**config.mk**
```make
export PLATFORM = sky130hd
export DESIGN_NAME = gha_front
export DESIGN_NICKNAME = d
export VERILOG_FILES = /design/src/design/gha_pkg.sv /design/src/design/gha_front.sv
export SDC_FILE = /design/constraint.sdc
export NUM_CORES = 1
export LEC_CHECK = 0
export ABC_AREA = 1
export ABC_CLOCK_PERIOD_IN_PS = 4500
export CELL_PAD_IN_SITES_DETAIL_PLACEMENT = 0
export CELL_PAD_IN_SITES_GLOBAL_PLACEMENT = 1
export CORE_MARGIN = 8
export CORE_UTILIZATION = 25
export CTS_CLUSTER_SIZE = 14
export DETAILED_ROUTE_END_ITERATION = 6
export DONT_BUFFER_PORTS = 1
export PLACE_DENSITY_LB_ADDON = 0.1
export SYNTH_ARGS = -nofsm -noshare
export SYNTH_HDL_FRONTEND = slang
export SYNTH_SLANG_ARGS = --single-unit
export TNS_END_PERCENT = 50
```
**constraint.sdc**
```tcl
create_clock -name clk -period 4.5 [get_ports clk]
set_clock_uncertainty 0.1 [all_clocks]
set_input_delay 0.225 -clock clk [delete_from_list [all_inputs] [get_ports clk]]
set_output_delay 0.225 -clock clk [all_outputs]
set_load 0.02 [all_outputs]
```
**src/design/gha_pkg.sv**
```systemverilog
// Shared types, codes and defaults for the generational handle allocator.
`default_nettype none

package gha_pkg;

    // Field widths fixed by the transaction format.
    localparam int SLOT_W   = 12;
    localparam int EPOCH_W  = 8;
    localparam int KIND_W   = 2;
    localparam int STATUS_W = 2;
    localparam int DATA_W   = 24;

    // Defaults for the top-level parameters.
    localparam int DEF_SLOT_COUNT = 4096;
    localparam int DEF_EPOCH_BITS = 8;

    typedef enum logic [KIND_W-1:0] {
        KIND_CREATE  = 2'd0,
        KIND_DESTROY = 2'd1,
        KIND_CHECK   = 2'd2,
        KIND_CLEAR   = 2'd3
    } kind_t;

    typedef enum logic [STATUS_W-1:0] {
        STATUS_OK    = 2'd0,
        STATUS_FULL  = 2'd1,
        STATUS_STALE = 2'd2
    } status_t;

    // One classified request as it sits in the queue between front and back.
    typedef struct packed {
        kind_t               kind;
        logic [SLOT_W-1:0]   slot;
        logic [EPOCH_W-1:0]  epoch;
        logic                slot_ok;
    } req_t;

endpackage

`default_nettype wire

```
**src/design/gha_front.sv**
```systemverilog
// Front end: accepts requests, classifies the handle range and queues them.
`default_nettype none

module gha_front #(
    parameter int SLOT_COUNT = 4096
) (
    input  wire logic                 clk,
    input  wire logic                 rst_n,
    input  wire logic                 enable,
    input  wire logic                 in_valid,
    output logic                      in_ready,
    input  wire gha_pkg::kind_t       in_kind,
    input  wire logic [gha_pkg::SLOT_W-1:0]  in_slot,
    input  wire logic [gha_pkg::EPOCH_W-1:0] in_epoch,
    output logic                      q_valid,
    input  wire logic                 q_ready,
    output gha_pkg::req_t             q_req
);
    import gha_pkg::*;

    localparam int RANGE_W = 21;

    req_t       entry_reg [2];
    logic       wr_ptr_reg, wr_ptr_next;
    logic       rd_ptr_reg, rd_ptr_next;
    logic [1:0] count_reg, count_next;
    logic       push;
    logic       pop;
    req_t       req_in;

    // A handle is in range when its slot is nonzero and below the slot count.
    always_comb
    begin
        req_in.kind    = in_kind;
        req_in.slot    = in_slot;
        req_in.epoch   = in_epoch;
        req_in.slot_ok = (in_slot != '0) &&
                         (RANGE_W'(in_slot) < RANGE_W'(SLOT_COUNT));
    end

    assign in_ready = enable && (count_reg != 2'd2);
    assign push     = in_valid && in_ready;
    assign q_valid  = (count_reg != 2'd0);
    assign pop      = q_valid && q_ready;
    assign q_req    = entry_reg[rd_ptr_reg];

    always_comb
    begin
        wr_ptr_next = wr_ptr_reg;
        rd_ptr_next = rd_ptr_reg;
        count_next  = count_reg;
        if (push)
        begin
            wr_ptr_next = ~wr_ptr_reg;
        end
        if (pop)
        begin
            rd_ptr_next = ~rd_ptr_reg;
        end
        if (push && !pop)
        begin
            count_next = count_reg + 2'd1;
        end
        else if (pop && !push)
        begin
            count_next = count_reg - 2'd1;
        end
    end

    always_ff @(posedge clk or negedge rst_n)
    begin
        if (!rst_n)
        begin
            wr_ptr_reg <= 1'b0;
            rd_ptr_reg <= 1'b0;
            count_reg  <= 2'd0;
        end
        else
        begin
            wr_ptr_reg <= wr_ptr_next;
            rd_ptr_reg <= rd_ptr_next;
            count_reg  <= count_next;
        end
    end

    always_ff @(posedge clk)
    begin
        if (push)
        begin
            entry_reg[wr_ptr_reg] <= req_in;
        end
    end

endmodule

`default_nettype wire

```
After elaboration in Yosys (flattened, before gate mapping)
Memory sizes are Yosys's and may differ from the RTL's.
Index checks and enable logic that the tools add are counted.

operators by class
  eq/ne operators = 1
  bitwise gates (word level) = 2
  multiplexer cells = 4
  reduce and logical (&&, ||, !) cells = 10
  $add $sub $neg = 2

operator list
  cell                                                                 count
  12-bit nonzero test                                                  1
  1-bit logical AND                                                    5
  2-bit two-way mux                                                    2
  2-bit nonzero test                                                   2
  2-bit by 1-bit adder with 2-bit output (second input constant)       1
  1-bit logical NOT                                                    2
  1-bit two-way mux                                                    2
  2-bit inequality test (second input constant)                        1
  1-bit inverter                                                       2
  2-bit by 1-bit subtractor with 2-bit output (second input constant)  1

storage, ports and cells
  output and inout port bits = 25
  bits in writable memories = 46
  word-level logic and storage cells = 23
  input bits = 27
  memories kept = 1
  flip-flop bits (word level) = 4

memory list
  name       depth  width  read ports  clocked after Yosys merged registers in  wr ports  RTL line         text
  entry_reg  2      23     1           0                                        1         gha_front.sv:23  req_t entry_reg [2];

Logic depth before layout (Yosys ltp)
  depth after elaboration = 7
  gate-level depth with buffers = 10
  gate-level depth less buffers = 10

Worst setup path after synthesis
No wires, ideal clock.

  kind = register -> register
  from = reg count_reg[0]
  to = mem entry_reg[1][0] (netlist bit) (enable)
  data required time = 3.997 ns
  cell stages (with the launch flop) = 5
  setup time = 0.403 ns
  data arrival time = 1.579 ns
  clock period less this slack = 2.082 ns
  path slack = 2.418 ns
  cell sequence = dfrtp_1 > inv_2 > nand2_1 > nand3_2 > nor2_1

on the way
  cells in the longest elaborated chain, start to end = 5

ends and longest elaborated chain
  element                                  RTL line         text
  start: declaration                       gha_front.sv:26  logic [1:0] count_reg, count_next;
  start signal: assignment                 gha_front.sv:82  count_reg <= count_next;
  2-bit inequality test                    gha_front.sv:41  assign in_ready = enable && (count_reg != 2'd2);
  1-bit logical AND                        gha_front.sv:41
  1-bit logical AND                        gha_front.sv:42  assign push = in_valid && in_ready;
  1-bit two-way mux                        gha_front.sv:88  if (push)
  1-bit two-way mux (not written as such)  gha_front.sv:90  entry_reg[wr_ptr_reg] <= req_in;
  end: declaration                         gha_front.sv:23

No other way between the ends.

==> impl_metrics.ini <==
[status]
run_status = completed

[synth]
netlist_top_cells_area = edfxtp_1 (68%), nand2_1 (13%), dfrtp_1 (5.0%), nand2_2 (3.4%), buf_6 (1.7%)
yosysSeqAreaShare = 0.733
synthDistinctLibCells = 18
syn_area_sq_um = 2020
synth_top_area_cell = edfxtp_1
syn_avg_cell_area_sq_um = 12.5
synth_nets = 190
synth_cells = 162
synth.yosys.warnings = 0
synth.top_cell.area_share = 0.684
synth_seq_cells = 50

[route]
antenna_left = 0
drc_errors = 0
wire_per_inst_um = 15.0
via_per_inst = 3.99
routed_wl_mm = 4.40
drt_iter0_drc = 30
routed-via-count = 1172
drtPass1Iterations = 5

[setup_path]
cp_top_family = flip-flops
end_kind = output port
cpMaxStageDelayCell = dfrtp_1
cp_slowest_stage_delay_ns = 1.04
cp-start-kind = flop
path_cells = inv_8 -> nand2_1 -> nand2_1
cp_data_required_time_ns = 4.18
crit_top_cell = nand2_1
path_depth = 3
path_buf_inv = 1
arrival_ns = 1.83
rr_worst_depth = 4
cp_max_fo = 25
worst-setup-path-type = flop to output port

[floorplanning]
chipHeight_um = 106
die_x_um = 106
initial_core_util = 0.260
rows = 32
io_pins = 52
core_area_sq_um = 7770
dieArea_sq_um = 11200

[clock_tree]
clk_pin_slew_ns = 0.09
cts_resized = 0
cts_setup_buffers = 0
htreeDepth = 2
cts_made_buffers = 5
clockBufferDepth = 2
clock_latency_ns = 0.29
cts.sinks = 50
cts-root-buf = clkbuf_8
cts_tree = built

[sta]
final_max_slew_viol_count = 0
fmax_ghz = 0.464
finalHoldViolations = 0
fin_ws_ns = 2.34
post-route-period-util = 0.479
grt_setup_unrepaired = false
layout_min_cycle_time_ns = 2.16
worst_slew_pin_slew_ns = 1.04
fin_setup_tns_ns = 0
hold_slack_ns = 0.0292
setup_violations = 0
slew_headroom = 0.305

[grt]
top_usage_layer = met2
grt_util_met2 = 0.131
grt_pass1_wl_mm = 6.67
grt_usage = 0.0776
overflow = 0
first_global_vias = 1221
antenna_found_initial = 0
use_met1 = 0.0861
grt_max_degree = 26
grt_use_met3 = 0.0326

[power]
p_leak_nw = 0.947
peakVddDrop_v = 0.000254
p_per_area_nw_per_um2 = 562

[placement]
place.gp.congestion = 0.675
port_buffers = 0
postPlaceCellArea_sq_um = 2090
dp_slack_ns = 2.60
dp.cells = 260
place.detailed.hpwl_mm = 2.89

[hold_path]
min_path_type = input pin to flop
min_path_cells = 3

[final_layout]
final_cell_mix = nand2_1 (72), edfxtp_1 (46), dlygate4sd3_1 (26)
nNetsFinal = 219
layout.cells.non_filler = 294
final_common_cell = nand2_1
area_growth_pct = 22.0
num_antenna_cells = 0
largest_reg_flops = 46
postLayoutCellArea_sq_um = 2460
fill_cells = 801
drive_gt1_frac = 0.125

[run]
drv_cap = 0
## area by class of cell
cell class / instances / area, sq um / area share
Sequential cell: 50 / 1480 / 0.601
Inverter: 8 / 37.5 / 0.0152
Clock buffer: 5 / 68.8 / 0.0279
Timing Repair Buffer: 27 / 268 / 0.109
Tap cell: 102 / 128 / 0.0518
Clock inverter: 3 / 45.0 / 0.0183
Multi-Input combinational cell: 99 / 437 / 0.177
## synth_stat cells
library cell and number:
nand2_1 72, edfxtp_1 46, buf_6 3, nand2_2 11
nand3_2 1, nand3_1 2, inv_8 1, nor3b_1 1
inv_2 1, clkbuf_8 1, dfrtp_1 4, nor2_1 7
xnor2_1 1, inv_1 6, ha_1 1, nand4_1 2
a21boi_0 1, buf_12 1
## metal layers
metal / wire length (um) / vias up
met1: 1840 / 543
met3: 301 / 5
met5: 0 / -
met4: 54 / 0
li1: - / 588
met2: 2210 / 36
## final timing paths
path,startpoint,slack (ns),end
max in group asynchronous,rst_n,4.02,wr_ptr_reg
min in group asynchronous,rst_n,0.10,count_reg[1]
worst max register to register,count_reg[0],2.65,entry_reg[0][3]
worst max-delay path,rd_ptr_reg,2.34,q_req[13]
worst min register to register,wr_ptr_reg,0.38,wr_ptr_reg
worst min-delay path,in_valid,0.03,wr_ptr_reg
## per-stage QoR
| stage | power, mW | util |
|---|---|---|
| finish | 1.38 | 0.317 |
| global route | 1.47 | 0.317 |
| CTS | 1.42 | 0.317 |
| detailed placement | 1.08 | 0.269 |
| global placement | 1.07 | 0.269 |
| floorplan | 1.03 | - |
## report_power, final
group / total [mW] / leakage [nW] / switching [mW] / internal (mW)
logic: 0.425 / 0.430 / 0.326 / 0.0990
clock network: 0.314 / 0.0504 / 0.148 / 0.165
registers: 0.647 / 0.466 / 0.0643 / 0.582
total: 1.38 / 0.947 / 0.538 / 0.847
## what timing repair did
| item | CTS | global route |
|---|---|---|
| setup endpoints to repair | 0 | 0 |
| hold buffers | 26 | 0 |
| hold endpoints to repair | 50 | 0 |
## kinds of logic (layout without fill, tap and decap cells)
group | Yosys count | in the layout | share of synthesized area
buffers and inverters | 13 | 43 | 0.0520
adder cells (fa/ha/maj) | 1 | 1 | 0.00619
flip-flops | 50 | 50 | 0.733
AND/OR/NAND/NOR | 96 | 96 | 0.201
XOR/XNOR | 1 | 1 | 0.00434
AO/OA/AOI/OAI | 1 | 1 | 0.00372
## worst min-delay path, cell delays in order
cell,delay [ns]
nand3_2,0.08
nand2_1,0.05
nand2_1,0.04
No activity file was read; power rests on OpenSTA's default activity.
